`src/design/adp_pkg.sv`:
```
// Shared types and constants for the ASCII decimal feature parser.
// No dependencies; every other design file refers to this package by scoped name.
`default_nettype none

package adp_pkg;

  localparam int FEATURES = 8;
  localparam int LEVELS   = 8;  // power of two; level is the sequence index modulo LEVELS

  localparam int CHAR_W   = 8;
  localparam int LIMIT_W  = 7;
  localparam int VALUE_W  = 16;
  localparam int INDEX_W  = 7;
  localparam int SEQ_W    = 16;
  localparam int CFG_IDX_W = 2;
  localparam int CFG_DATA_W = 8;

  // configuration register indexes
  localparam logic [CFG_IDX_W-1:0] CFG_START_CODE  = 2'd0;
  localparam logic [CFG_IDX_W-1:0] CFG_DATA_CODE   = 2'd1;
  localparam logic [CFG_IDX_W-1:0] CFG_STRIDE_SKIP = 2'd2;

  localparam logic [CHAR_W-1:0] START_CODE_RST = 8'd115;
  localparam logic [CHAR_W-1:0] DATA_CODE_RST  = 8'd100;

  localparam logic [CHAR_W-1:0] CH_NEWLINE = 8'd10;
  localparam logic [CHAR_W-1:0] CH_SPACE   = 8'd32;
  localparam logic [CHAR_W-1:0] CH_MINUS   = 8'd45;
  localparam logic [CHAR_W-1:0] CH_ZERO    = 8'd48;
  localparam logic [CHAR_W-1:0] CH_NINE    = 8'd57;

  localparam logic [SEQ_W-1:0]   SEQ_RST      = 16'd1;
  localparam logic [INDEX_W-1:0] FEATURES_IDX = INDEX_W'(FEATURES);
  localparam logic [SEQ_W-1:0]   LEVELS_SEQ   = SEQ_W'(LEVELS);

  typedef struct packed {
    logic [CHAR_W-1:0]  char_code;
    logic [LIMIT_W-1:0] level_limit;
  } in_item_t;

  typedef struct packed {
    logic signed [VALUE_W-1:0] feature_value;
    logic [INDEX_W-1:0]        feature_index;
    logic                      feature_valid;
    logic                      vector_done;
    logic [SEQ_W-1:0]          sequence_index;
  } out_item_t;

  typedef struct packed {
    logic [CHAR_W-1:0] start_code;
    logic [CHAR_W-1:0] data_code;
    logic              stride_skip_enable;
  } cfg_t;

endpackage

`default_nettype wire

```
`src/design/adp_cfg_regs.sv`:
```
// Configuration registers of the ASCII decimal feature parser.
// Depends on adp_pkg.
`default_nettype none

module adp_cfg_regs (
  input  wire logic                             clk,
  input  wire logic                             rst_n,
  input  wire logic                             cfg_we,
  input  wire logic [adp_pkg::CFG_IDX_W-1:0]    cfg_index,
  input  wire logic [adp_pkg::CFG_DATA_W-1:0]   cfg_data,
  output adp_pkg::cfg_t                         cfg
);

  adp_pkg::cfg_t cfg_r, cfg_nxt;

  always_comb begin
    cfg_nxt = cfg_r;
    if (cfg_we) begin
      case (cfg_index)
        adp_pkg::CFG_START_CODE:  cfg_nxt.start_code = cfg_data;
        adp_pkg::CFG_DATA_CODE:   cfg_nxt.data_code = cfg_data;
        adp_pkg::CFG_STRIDE_SKIP: cfg_nxt.stride_skip_enable = cfg_data[0];
        default: ;  // unmapped index, ignored
      endcase
    end
  end

  always_ff @(posedge clk) begin
    if (!rst_n) begin
      cfg_r.start_code         <= adp_pkg::START_CODE_RST;
      cfg_r.data_code          <= adp_pkg::DATA_CODE_RST;
      cfg_r.stride_skip_enable <= 1'b0;
    end else begin
      cfg_r <= cfg_nxt;
    end
  end

  assign cfg = cfg_r;

endmodule

`default_nettype wire

```
`src/design/adp_core.sv`:
```
// Parser state (accumulator, field counter, sign, sequence counter) and the
// per-character update logic. Depends on adp_pkg.
`default_nettype none

module adp_core (
  input  wire logic       clk,
  input  wire logic       rst_n,
  input  wire logic       step,
  input  wire adp_pkg::in_item_t item,
  input  wire adp_pkg::cfg_t     cfg,
  output logic            emit,
  output adp_pkg::out_item_t result
);

  logic [adp_pkg::VALUE_W-1:0] acc_r, acc_nxt;
  logic [adp_pkg::INDEX_W-1:0] field_r, field_nxt;
  logic                        neg_r, neg_nxt;
  logic [adp_pkg::SEQ_W-1:0]   seq_r, seq_nxt;

  logic is_start, is_data, is_sep, is_minus, is_digit;
  logic [adp_pkg::VALUE_W-1:0] acc_x10, digit_val, value;
  logic [adp_pkg::INDEX_W-1:0] idx, field_inc;
  logic [adp_pkg::SEQ_W-1:0]   level, seq_base;
  logic                        done;

  always_comb begin
    is_start = (item.char_code == cfg.start_code);
    is_data  = (item.char_code == cfg.data_code);
    is_sep   = (item.char_code == adp_pkg::CH_SPACE) ||
               (item.char_code == adp_pkg::CH_NEWLINE);
    is_minus = (item.char_code == adp_pkg::CH_MINUS);
    is_digit = (item.char_code >= adp_pkg::CH_ZERO) &&
               (item.char_code <= adp_pkg::CH_NINE);

    // acc * 10 as two shifts and one add, wrapping at 16 bits
    acc_x10   = (acc_r << 3) + (acc_r << 1);
    digit_val = adp_pkg::VALUE_W'(item.char_code - adp_pkg::CH_ZERO);

    value = neg_r ? (~acc_r + 1'b1) : acc_r;
    idx   = (field_r > adp_pkg::FEATURES_IDX) ? adp_pkg::FEATURES_IDX : field_r;
    field_inc = (idx < adp_pkg::FEATURES_IDX) ? idx + 1'b1 : adp_pkg::FEATURES_IDX;

    level    = seq_r % adp_pkg::LEVELS_SEQ;
    seq_base = (cfg.stride_skip_enable &&
                (level > adp_pkg::SEQ_W'(item.level_limit)))
             ? seq_r + adp_pkg::LEVELS_SEQ - level : seq_r;

    done = (item.char_code == adp_pkg::CH_NEWLINE) &&
           (field_inc >= adp_pkg::FEATURES_IDX);

    acc_nxt   = acc_r;
    field_nxt = field_r;
    neg_nxt   = neg_r;
    seq_nxt   = seq_r;
    emit      = 1'b0;

    if (is_start || is_data) begin
      acc_nxt   = '0;
      field_nxt = '0;
      neg_nxt   = 1'b0;
      if (is_start) seq_nxt = '0;
    end else if (is_sep) begin
      emit      = 1'b1;
      acc_nxt   = '0;
      neg_nxt   = 1'b0;
      field_nxt = field_inc;
      if (done) seq_nxt = seq_base + 1'b1;
    end else if (is_minus) begin
      neg_nxt = 1'b1;
    end else if (is_digit) begin
      acc_nxt = acc_x10 + digit_val;
    end

    result.feature_value  = value;
    result.feature_index  = idx;
    result.feature_valid  = (idx < adp_pkg::FEATURES_IDX);
    result.vector_done    = done;
    result.sequence_index = seq_nxt;
  end

  always_ff @(posedge clk) begin
    if (!rst_n) begin
      acc_r   <= '0;
      field_r <= '0;
      neg_r   <= 1'b0;
      seq_r   <= adp_pkg::SEQ_RST;
    end else if (step) begin
      acc_r   <= acc_nxt;
      field_r <= field_nxt;
      neg_r   <= neg_nxt;
      seq_r   <= seq_nxt;
    end
  end

`ifndef SYNTHESIS
  a_field_bounded: assert property (@(posedge clk) disable iff (!rst_n)
    field_r <= adp_pkg::FEATURES_IDX)
    else $error("field counter past FEATURES");

  a_start_clears_seq: assert property (@(posedge clk) disable iff (!rst_n)
    step && is_start |=> seq_r == '0 && field_r == '0 && acc_r == '0)
    else $error("start code did not clear state");

  a_done_at_end: assert property (@(posedge clk) disable iff (!rst_n)
    emit && result.vector_done |->
      result.feature_index >= adp_pkg::FEATURES_IDX - 1'b1)
    else $error("vector done before last feature");
`endif

endmodule

`default_nettype wire

```
`src/design/ascii_decimal_feature_parser.sv`:
```
// Top level of the ASCII decimal feature parser: input register, parser core,
// configuration registers and result register. Depends on adp_pkg, adp_cfg_regs, adp_core.
`default_nettype none

// One character is taken per clock cycle, sustained, when the result side does
// not stall. An accepted character lands in the input register; the core then
// updates its state in a single pass (multiply by ten via two shifts and an
// add), and a space or newline loads the result register once that register is
// free, from where the result is offered. Characters that give no result pass
// through even while a finished result waits to be taken.
// Configuration writes take effect at once and are meant for idle periods.
module ascii_decimal_feature_parser (
  input  wire logic                             clk,
  input  wire logic                             rst_n,
  input  wire logic                             in_valid,
  output logic                                  in_stall,
  input  wire adp_pkg::in_item_t                in_item,
  output logic                                  out_valid,
  input  wire logic                             out_stall,
  output adp_pkg::out_item_t                    out_item,
  input  wire logic                             cfg_we,
  input  wire logic [adp_pkg::CFG_IDX_W-1:0]    cfg_index,
  input  wire logic [adp_pkg::CFG_DATA_W-1:0]   cfg_data
);

  adp_pkg::cfg_t      cfg;
  adp_pkg::in_item_t  s1_item_r, s1_item_nxt;
  logic               s1_valid_r, s1_valid_nxt;
  adp_pkg::out_item_t out_item_r, out_item_nxt;
  logic               out_valid_r, out_valid_nxt;
  adp_pkg::out_item_t result;
  logic               emit, go, out_free, in_take;

  adp_cfg_regs u_cfg (
    .clk       (clk),
    .rst_n     (rst_n),
    .cfg_we    (cfg_we),
    .cfg_index (cfg_index),
    .cfg_data  (cfg_data),
    .cfg       (cfg)
  );

  adp_core u_core (
    .clk    (clk),
    .rst_n  (rst_n),
    .step   (go),
    .item   (s1_item_r),
    .cfg    (cfg),
    .emit   (emit),
    .result (result)
  );

  always_comb begin
    out_free = !out_valid_r || !out_stall;
    go       = s1_valid_r && (!emit || out_free);
    in_stall = s1_valid_r && !go;
    in_take  = in_valid && !in_stall;

    s1_valid_nxt = in_take || (s1_valid_r && !go);
    s1_item_nxt  = in_take ? in_item : s1_item_r;

    out_valid_nxt = (go && emit) || (out_valid_r && out_stall);
    out_item_nxt  = (go && emit) ? result : out_item_r;
  end

  always_ff @(posedge clk) begin
    if (!rst_n) begin
      s1_valid_r  <= 1'b0;
      out_valid_r <= 1'b0;
    end else begin
      s1_valid_r  <= s1_valid_nxt;
      out_valid_r <= out_valid_nxt;
    end
    s1_item_r  <= s1_item_nxt;
    out_item_r <= out_item_nxt;
  end

  assign out_valid = out_valid_r;
  assign out_item  = out_item_r;

`ifndef SYNTHESIS
  a_stall_needs_item: assert property (@(posedge clk) disable iff (!rst_n)
    in_stall |-> s1_valid_r && emit && !out_free)
    else $error("input stalled without a blocked result");

  a_no_overwrite: assert property (@(posedge clk) disable iff (!rst_n)
    out_valid_r && out_stall |=> out_valid_r && $stable(out_item_r))
    else $error("pending result overwritten");
`endif

endmodule

`default_nettype wire
```
`config.mk`:
```
export PLATFORM = sky130hd
export DESIGN_NAME = ascii_decimal_feature_parser
export DESIGN_NICKNAME = d
export VERILOG_FILES = /design/src/design/adp_pkg.sv /design/src/design/adp_cfg_regs.sv /design/src/design/adp_core.sv /design/src/design/ascii_decimal_feature_parser.sv
export SDC_FILE = /design/constraint.sdc
export NUM_CORES = 1
export LEC_CHECK = 0
export BUFFER_PORTS_ARGS = -buffer_cell sky130_fd_sc_hd__buf_4
export CAP_MARGIN = 20
export CORE_MARGIN = 2
export CORE_UTILIZATION = 55
export CTS_CLUSTER_DIAMETER = 100
export DETAILED_ROUTE_END_ITERATION = 7
export PLACE_DENSITY = 0.78
export SYNTH_ARGS = -nofsm -noshare
export SYNTH_HDL_FRONTEND = slang
export SYNTH_SLANG_ARGS = --single-unit
```
`constraint.sdc`:
```
create_clock -name clk -period 7.1 [get_ports clk]
set_input_delay 1.065 -clock clk [delete_from_list [all_inputs] [get_ports clk]]
set_output_delay 1.065 -clock clk [all_outputs]
set_load 0.005 [all_outputs]
```
# Word level (Yosys, flattened, before mapping)
# Cells that the tools add are included.
# op_classes
add_sub_neg,8
magnitude_cmp,6
eq_ne,8
mux,19
bitwise_logic,1
reduce_logical,29
# op_table
operator,n
$mux W16,10
$add A16 B1 Y16 const B,2
$add A16 B16 Y16,2
$mux W7,4
$add A16 B4 Y16 const B,1
$eq A8 B6 Y1 const B,2
$eq A8 B8 Y1,2
$not A16 Y16,1
$sub A16 B3 Y16,1
$reduce_and A2 Y1,5
$sub A8 B6 Y9 const B,1
$eq A8 B4 Y1 const B,1
$ge A8 B6 Y1 const B,1
$le A8 B6 Y1 const B,1
$logic_and A1 B1 Y1,8
$add A7 B1 Y7 const B,1
$ge A7 B4 Y1 const B,1
$gt A3 B7 Y1,1
$gt A7 B4 Y1 const B,1
$lt A7 B4 Y1 const B,1
$logic_or A1 B1 Y1,6
$reduce_bool A3 Y1,2
$logic_not A1 Y1,5
$mux W1,5
other kinds (6),6
# word_totals
ff_bits,115
word_cells,87

# Longest topological paths before layout
# Gate-level depths: netlist (run 1).
# logic_depth
ltp_word,12
ltp_mapped,17

# By module
# From an unflattened synthesis (run 1), not the netlist that was laid out.
# unflattened
hier_cells,709
area_unflattened_um2,6991.7
# by_module_without_submodules
mod,instances,cells_per_inst,area_each_um2
adp_core,1,571,4506.8
ascii_decimal_feature_parser,1,67,1776.7
adp_cfg_regs,1,71,708.2

# Least setup slack after synthesis (run 1)
# Ideal clock, no wire load.
# synth_path
path_kind,input-to-reg
from,input port out_stall
to,register u_core.field_r[2] in the netlist's numbering
setup_ns,0.077
arrival_time_ns,3.475
t_required_ns,7.023
setup_slack_ns,3.548
path_stages,7
cell_sequence,and2_0 -> a41oi_2 -> and3_1 -> clkbuf_1 -> nor4b_1 -> o21ai_0 -> o21ai_0
# synth_via
elab_chain_len,5
# synth_rtl
element,line,rtl
from (decl),ascii_decimal_feature_parser.sv:19,"input wire logic out_stall,"
$logic_not A1 Y1,ascii_decimal_feature_parser.sv:54,out_free = !out_valid_r || !out_stall;
$logic_or A1 B1 Y1,ascii_decimal_feature_parser.sv:54,
$logic_or A1 B1 Y1,ascii_decimal_feature_parser.sv:55,go = s1_valid_r && (!emit || out_free);
$logic_and A1 B1 Y1,ascii_decimal_feature_parser.sv:55,
$reduce_and A2 Y1 (no source line),n/a,
to (signal assigned),adp_core.sv:89,field_r <= field_nxt;
to (decl),adp_core.sv:16,"logic [adp_pkg::INDEX_W-1:0] field_r, field_nxt;"
# No other way between the ends.
# A chain may end at the register's enable or synchronous reset.

# Worst setup path in the final report (run 1)
# layout_path
from,register s1_item_r[11] in the netlist's numbering
to,output port in_stall
# layout_via
elab_chain_len,9
elab_cells_between_ends,13
# layout_rtl
element,line,rtl
from (decl),ascii_decimal_feature_parser.sv:27,"adp_pkg::in_item_t s1_item_r, s1_item_nxt;"
from (signal assigned),ascii_decimal_feature_parser.sv:74,s1_item_r <= s1_item_nxt;
$eq A8 B6 Y1 / $eq A8 B4 Y1 (equally long branches),"adp_core.sv:29, adp_core.sv:30",
$logic_or A1 B1 Y1,adp_core.sv:29,is_sep = (item.char_code == adp_pkg::CH_SPACE) ||
$mux W1,adp_core.sv:62,end else if (is_sep) begin
$mux W1 (*),adp_core.sv:57,if (is_start || is_data) begin
$logic_not A1 Y1 (*),ascii_decimal_feature_parser.sv:55,
$logic_or A1 B1 Y1 (*),ascii_decimal_feature_parser.sv:55,
$logic_and A1 B1 Y1 (*),ascii_decimal_feature_parser.sv:55,
$logic_not A1 Y1 (*),ascii_decimal_feature_parser.sv:56,in_stall = s1_valid_r && !go;
$logic_and A1 B1 Y1 (*),ascii_decimal_feature_parser.sv:56,
to (decl),ascii_decimal_feature_parser.sv:16,"output logic in_stall,"
# Every way passes the cells marked *; elsewhere a longest branch is shown, timed or not.

==> impl_metrics.json, run 1 <==
{
  "overflow": 0,
  "nets": 851,
  "cts_buffer_depth": 2,
  "post-route-min-period_ns": 3.88,
  "grt_max_degree": 47,
  "final.setup.worst_slack_ns": 3.22,
  "crit_fanout": 7,
  "num_antenna_cells": 0,
  "r2r-end": "u_core.acc_r[15]",
  "grt_pass1_wl_um": 25400,
  "hold_path_depth": 1,
  "core_sq_um": 12100,
  "setup_viol": 0,
  "synth.avg_cell_area_sq_um": 9.73,
  "cts_tree": "built",
  "cts-htree-levels": 4,
  "required_ns": 6.03,
  "antenna_found_initial": 0,
  "initial_core_util": 0.564,
  "min_to": "u_core.field_r[5]",
  "fmax_mhz": 258,
  "rows": 40,
  "yosysWarnings": 0,
  "period_share": 0.547,
  "grt_pass1_vias": 5344,
  "final_cell_mix": "76 x buf_4, 59 x dfxtp_1, 57 x nand2_1",
  "crit_arrival_ns": 2.82,
  "worst_pin_slew_ns": 1.03,
  "clock_latency_ns": 0.42,
  "max-cap-violations": 0,
  "drv_slew": 0,
  "slew_headroom": 0.312,
  "gp_congestion": 0.917,
  "layout_commonest_cell": "buf_4",
  "async_flop_share": 0,
  "clk_pin_slew_ns": 0.05,
  "cts.sinks": 115,
  "p_per_area_nw_per_um2": 214,
  "first_pass_iters": 5,
  "cpPeakStageDelay_ns": 0.52,
  "area_growth_pct": 18.3,
  "hpwl_um": 11300,
  "drt-initial-drc-count": 425,
  "hp-class": "flop to flop",
  "worstSetupPathType": "flop to primary output",
  "final_cells": 951,
  "fp.dieW_um": 115,
  "crit_slowest_cell": "edfxtp_1",
  "critPathCaptureType": "primary output",
  "min-delay-start": "u_core.field_r[5]",
  "final.setup.tns_ns": 0,
  "cts_root_buffer": "clkbuf_16",
  "ys_types": 74,
  "peakVddDrop_mv": 0.165,
  "vias_per_cell": 5.84,
  "drive_gt1_frac": 0.162,
  "leakagePower_nw": 3.30,
  "dpl_worst_slack_ns": 3.37,
  "start_kind": "flop",
  "pin_count": 73,
  "hold_violations": 0,
  "synthesis.area_sq_um": 6800,
  "port_buffers": 72,
  "grtUsageTotal": 0.246,
  "finalClockSkew_ns": 0.0146,
  "status": "finished clean",
  "reg2reg_from": "s1_item_r[14]",
  "cts_buffers": 17,
  "dp_cells": 919,
  "ctsResizeCount": 0,
  "wl_per_cell_um": 16.5,
  "die_area_sq_um": 13300,
  "synth-seq-cells": 115,
  "post-route-drc-count": 0,
  "ctsHoldBuffers": 0,
  "syn_inst": 699,
  "synth_edf_count": 56,
  "routed_wl_um": 15700,
  "cts_setup_buffers": 0,
  "vias": 5552,
  "worstRegToRegCells": 9,
  "cp_cell_sequence": "inv_1 -> ha_1 -> or3b_2 -> a21oi_4 -> nand2_1 -> nor3b_1 -> buf_4",
  "r2r_slack_ns": 3.26,
  "dieHeight_um": 115,
  "synthFlopType": "dfxtp_1",
  "rsz0062_at_grt": "false",
  "yosysSeqAreaShare": 0.421,
  "ant_nets": 0
}
-- synthesized netlist by cell type, drive strengths merged, types with 6 or more instances --
cell / number / area [sq um]
nor2: 54 / 210
nand3: 32 / 165
nand2: 58 / 220
clkbuf: 13 / 50.0
nor3: 14 / 70.1
ha: 38 / 475
a211oi: 9 / 77.6
edfxtp: 56 / 1680
or2: 6 / 37.5
o31ai: 9 / 67.6
inv: 45 / 169
nand4: 11 / 68.8
or4: 6 / 48.8
fa: 13 / 260
and2: 11 / 68.8
xnor2: 38 / 333
mux2i: 12 / 120
xor2: 18 / 158
a22oi: 7 / 52.6
a21o: 10 / 75.1
a21oi: 34 / 181
o21ai: 31 / 155
and3: 6 / 37.5
nor4: 8 / 56.3
buf: 13 / 66.3
dfxtp: 59 / 1180
nor2b: 7 / 43.8
-- logic make-up after synthesis --
group | synth area share
fa+ha+maj | 0.108
flops | 0.421
xor+xnor | 0.0721
other cells | 0.000551
compound gates | 0.161
mux | 0.0210
buf+inv | 0.0419
simple gates | 0.174
-- metrics by stage --
step	total power, mW	hold slack (ns)	utilization	instance area (sq um)
finish	1.72	0.488	0.667	8050
CTS	1.73	0.489	0.667	8050
global placement	0.890	0.459	0.620	7480
floorplan	0.851	0.448	-	6810
detailed placement	0.898	0.470	0.620	7480
global route	1.78	0.503	0.667	8050
-- where the power goes --
part           internal (mW)  switching, mW
sequential             0.709         0.0187
clock                  0.543          0.293
combinational         0.0696         0.0902
total                   1.32          0.402
-- worst max-delay path by stage --
stage,depth (start not counted),slack [ns],end,start
floorplan,7,3.55,u_core.field_r[2],out_stall
global placement,7,3.47,u_core.field_r[2],out_stall
detailed placement,7,3.37,u_core.field_r[2],out_stall
CTS,7,3.21,in_stall,s1_item_r[11]
global route,7,3.09,in_stall,s1_item_r[11]
finish,7,3.22,in_stall,s1_item_r[11]
-- state kept, by name, indices dropped and copies added, names as in the netlist --
signal	count
out_item	41
u_cfg.cfg	17
u_core.acc_r	16
u_core.seq_r	16
s1_item_r	15
u_core.field_r	7
out_valid	1
s1_valid_r	1
u_core.neg_r	1
-- layout make-up --
type | count | area (sq um)
clock buffer | 19 | 433
clock inverter | 13 | 141
fill | 941 | 4010
inverter | 45 | 169
multi-input combinational | 515 | 3660
sequential | 115 | 2860
tap | 168 | 210
timing repair buffer | 76 | 571
-- critical path, delay by kind of cell (launching register included) --
| family | cells | cell delay (ns) |
|---|---|---|
| compound gates | 1 | 0.25 |
| fa+ha+maj | 1 | 0.19 |
| simple gates | 3 | 1.09 |
| buf+inv | 2 | 0.34 |
| flops | 1 | 0.52 |
-- layer usage --
metal	global-route usage	wire length (um)	vias to the layer above
li1	-	-	2674
met1	0.312	6800	2604
met2	0.401	7470	233
met3	0.0538	955	41
met4	0.121	495	0
met5	0	0	-
Power figures use the tool's default switching activity.
==> inputs of run 2 (changes only) <==
- clock period: 7.1 -> 3.85 ns (I/O delays scaled with it)
==> run 2 against run 1 <==
Die area is the same. Clock skew decreased by 0.0073 ns. Global-route usage increased by 1.3 points. Combinational power up 88%. Critical endpoint is now u_core.acc_r[14]. Sequential power up 84%. First-iteration DRC count up 5.6%. Critical path type is now flop to flop. Setup slack worse by 2.9 ns. Sequential share of layout area fell by 0.43 points.
==> impl_metrics.json, run 2 (same netlist as run 1, synthesis figures left out) <==
{
  "status": "finished clean",
  "ctsResizeCount": 0,
  "grt_pass1_vias": 5470,
  "fmax_mhz": 285,
  "leakagePower_nw": 3.37,
  "drv_slew": 0,
  "final_cell_mix": "82 x buf_4, 59 x dfxtp_1, 57 x nand2_1",
  "cts_tree": "built",
  "cts-htree-levels": 4,
  "cpPeakStageDelay_ns": 0.53,
  "cts_setup_buffers": 0,
  "cts_buffer_depth": 2,
  "num_antenna_cells": 0,
  "rsz0062_at_grt": "false",
  "grt_pass1_wl_um": 26600,
  "drive_gt1_frac": 0.172,
  "dpl_worst_slack_ns": 0.439,
  "n_fill_cell": 933,
  "setup_viol": 0,
  "cp_cell_sequence": "ha_1 -> nor2_1 -> fa_1 -> ha_1 -> nand2_1 -> o21ai_0 -> a211oi_1 -> or2_2 -> a2111o_1 -> o211ai_1",
  "p_switching_mw": 0.732,
  "layout_commonest_cell": "buf_4",
  "power.internal_mw": 2.53,
  "ant_nets": 0,
  "wl_per_cell_um": 16.8,
  "critPathCaptureType": "flop",
  "vias": 5628,
  "routed_wl_um": 16100,
  "crit_family": "adder cells",
  "p_sw_frac": 0.225,
  "rows": 40,
  "drt-initial-drc-count": 449,
  "grtUsageTotal": 0.259,
  "area_growth_pct": 19.8,
  "initial_core_util": 0.564,
  "first_pass_iters": 5,
  "hp-class": "primary input to flop",
  "clk_pin_slew_ns": 0.05,
  "core_sq_um": 12100,
  "crit_arrival_ns": 3.85,
  "port_buffers": 72,
  "hold_violations": 0,
  "finalClockSkew_ns": 0.00732,
  "final.setup.tns_ns": 0,
  "final.setup.worst_slack_ns": 0.339,
  "gp_congestion": 0.893,
  "nets": 858,
  "overflow": 0,
  "clock_latency_ns": 0.42,
  "fp.dieW_um": 115,
  "cts.sinks": 115,
  "largest_reg_flops": 41,
  "pwr-share-comb": 0.092,
  "vias_per_cell": 5.87,
  "peakVddDrop_mv": 0.522,
  "period_share": 0.912,
  "p_seq_frac": 0.412,
  "die_area_sq_um": 13300,
  "required_ns": 4.19,
  "cts_root_buffer": "clkbuf_16",
  "crit_fanout": 7,
  "post-route-drc-count": 0,
  "worstSetupPathType": "flop to flop",
  "worst-path-buf-inv": 0,
  "slew_headroom": 0.440,
  "dieHeight_um": 115,
  "cts_buffers": 17,
  "grt_max_degree": 27,
  "antenna_found_initial": 0,
  "p_per_area_nw_per_um2": 400,
  "worst_pin_slew_ns": 0.838,
  "max-cap-violations": 0,
  "worst_path_most_repeated_cell": "ha_1",
  "crit_slowest_cell": "fa_1",
  "pin_count": 73,
  "start_kind": "flop",
  "ctsHoldBuffers": 0,
  "power_frac_clock": 0.496,
  "post-route-min-period_ns": 3.51,
  "hpwl_um": 11800
}
run 2: worst paths after layout:
kind | startpoint | to | slack, ns | depth (start not counted)
worst min-delay path | in_item[6] | s1_item_r[6] | 0.34 | 1
worst min register to register | u_cfg.cfg[12] | u_cfg.cfg[12] | 0.47 | 2
worst max-delay path | s1_item_r[11] | u_core.acc_r[14] | 0.34 | 10
worst max register to register | s1_item_r[11] | u_core.acc_r[14] | 0.34 | 10
run 2: power groups by stage:
stage	Sequential, mW	Clock [mW]	Combinational (mW)
floorplan	1.35	0	0.218
global placement	1.36	0	0.284
detailed placement	1.36	0	0.297
CTS	1.34	1.64	0.299
global route	1.34	1.70	0.335
finish	1.34	1.61	0.301
run 2: worst reg2reg max path, delay by kind of cell, from the launching register on:
family | cells | cell delay, ns
flip-flops | 1 | 0.51
adder cells (fa/ha/maj) | 3 | 1.22
AO/OA/AOI/OAI | 4 | 0.85
AND/OR/NAND/NOR | 3 | 0.85
run 2: layout make-up:
cell class                 count  area [sq um]  share of cell area
inverter                      45           169              0.0207
clock inverter                12           161              0.0198
sequential                   115          2860               0.351
clock buffer                  20           447              0.0548
multi-input combinational    515          3660               0.450
timing repair buffer          83           636              0.0780
tap                          168           210              0.0258
run 2: through the flow:
stage | power, mW | instances | area [sq um] | hold slack, ns | util
2_1_floorplan | 1.57 | 701 | 6810 | 0.448 | -
3_3_place_gp | 1.65 | 926 | 7540 | 0.457 | 0.625
3_5_place_dp | 1.66 | 926 | 7540 | 0.461 | 0.625
4_1_cts | 3.28 | 958 | 8150 | 0.322 | 0.676
5_1_grt | 3.37 | 958 | 8150 | 0.317 | 0.676
6_report | 3.26 | 958 | 8150 | 0.337 | 0.676
run 2: metal layers:
metal	vias to the layer above	global-route usage	wire length, um	part of all wire
met4	0	0.101	326	0.020
li1	2697	-	-	-
met2	216	0.406	7580	0.47
met5	-	0	0	0
met3	32	0.0717	1070	0.066
met1	2683	0.344	7160	0.44
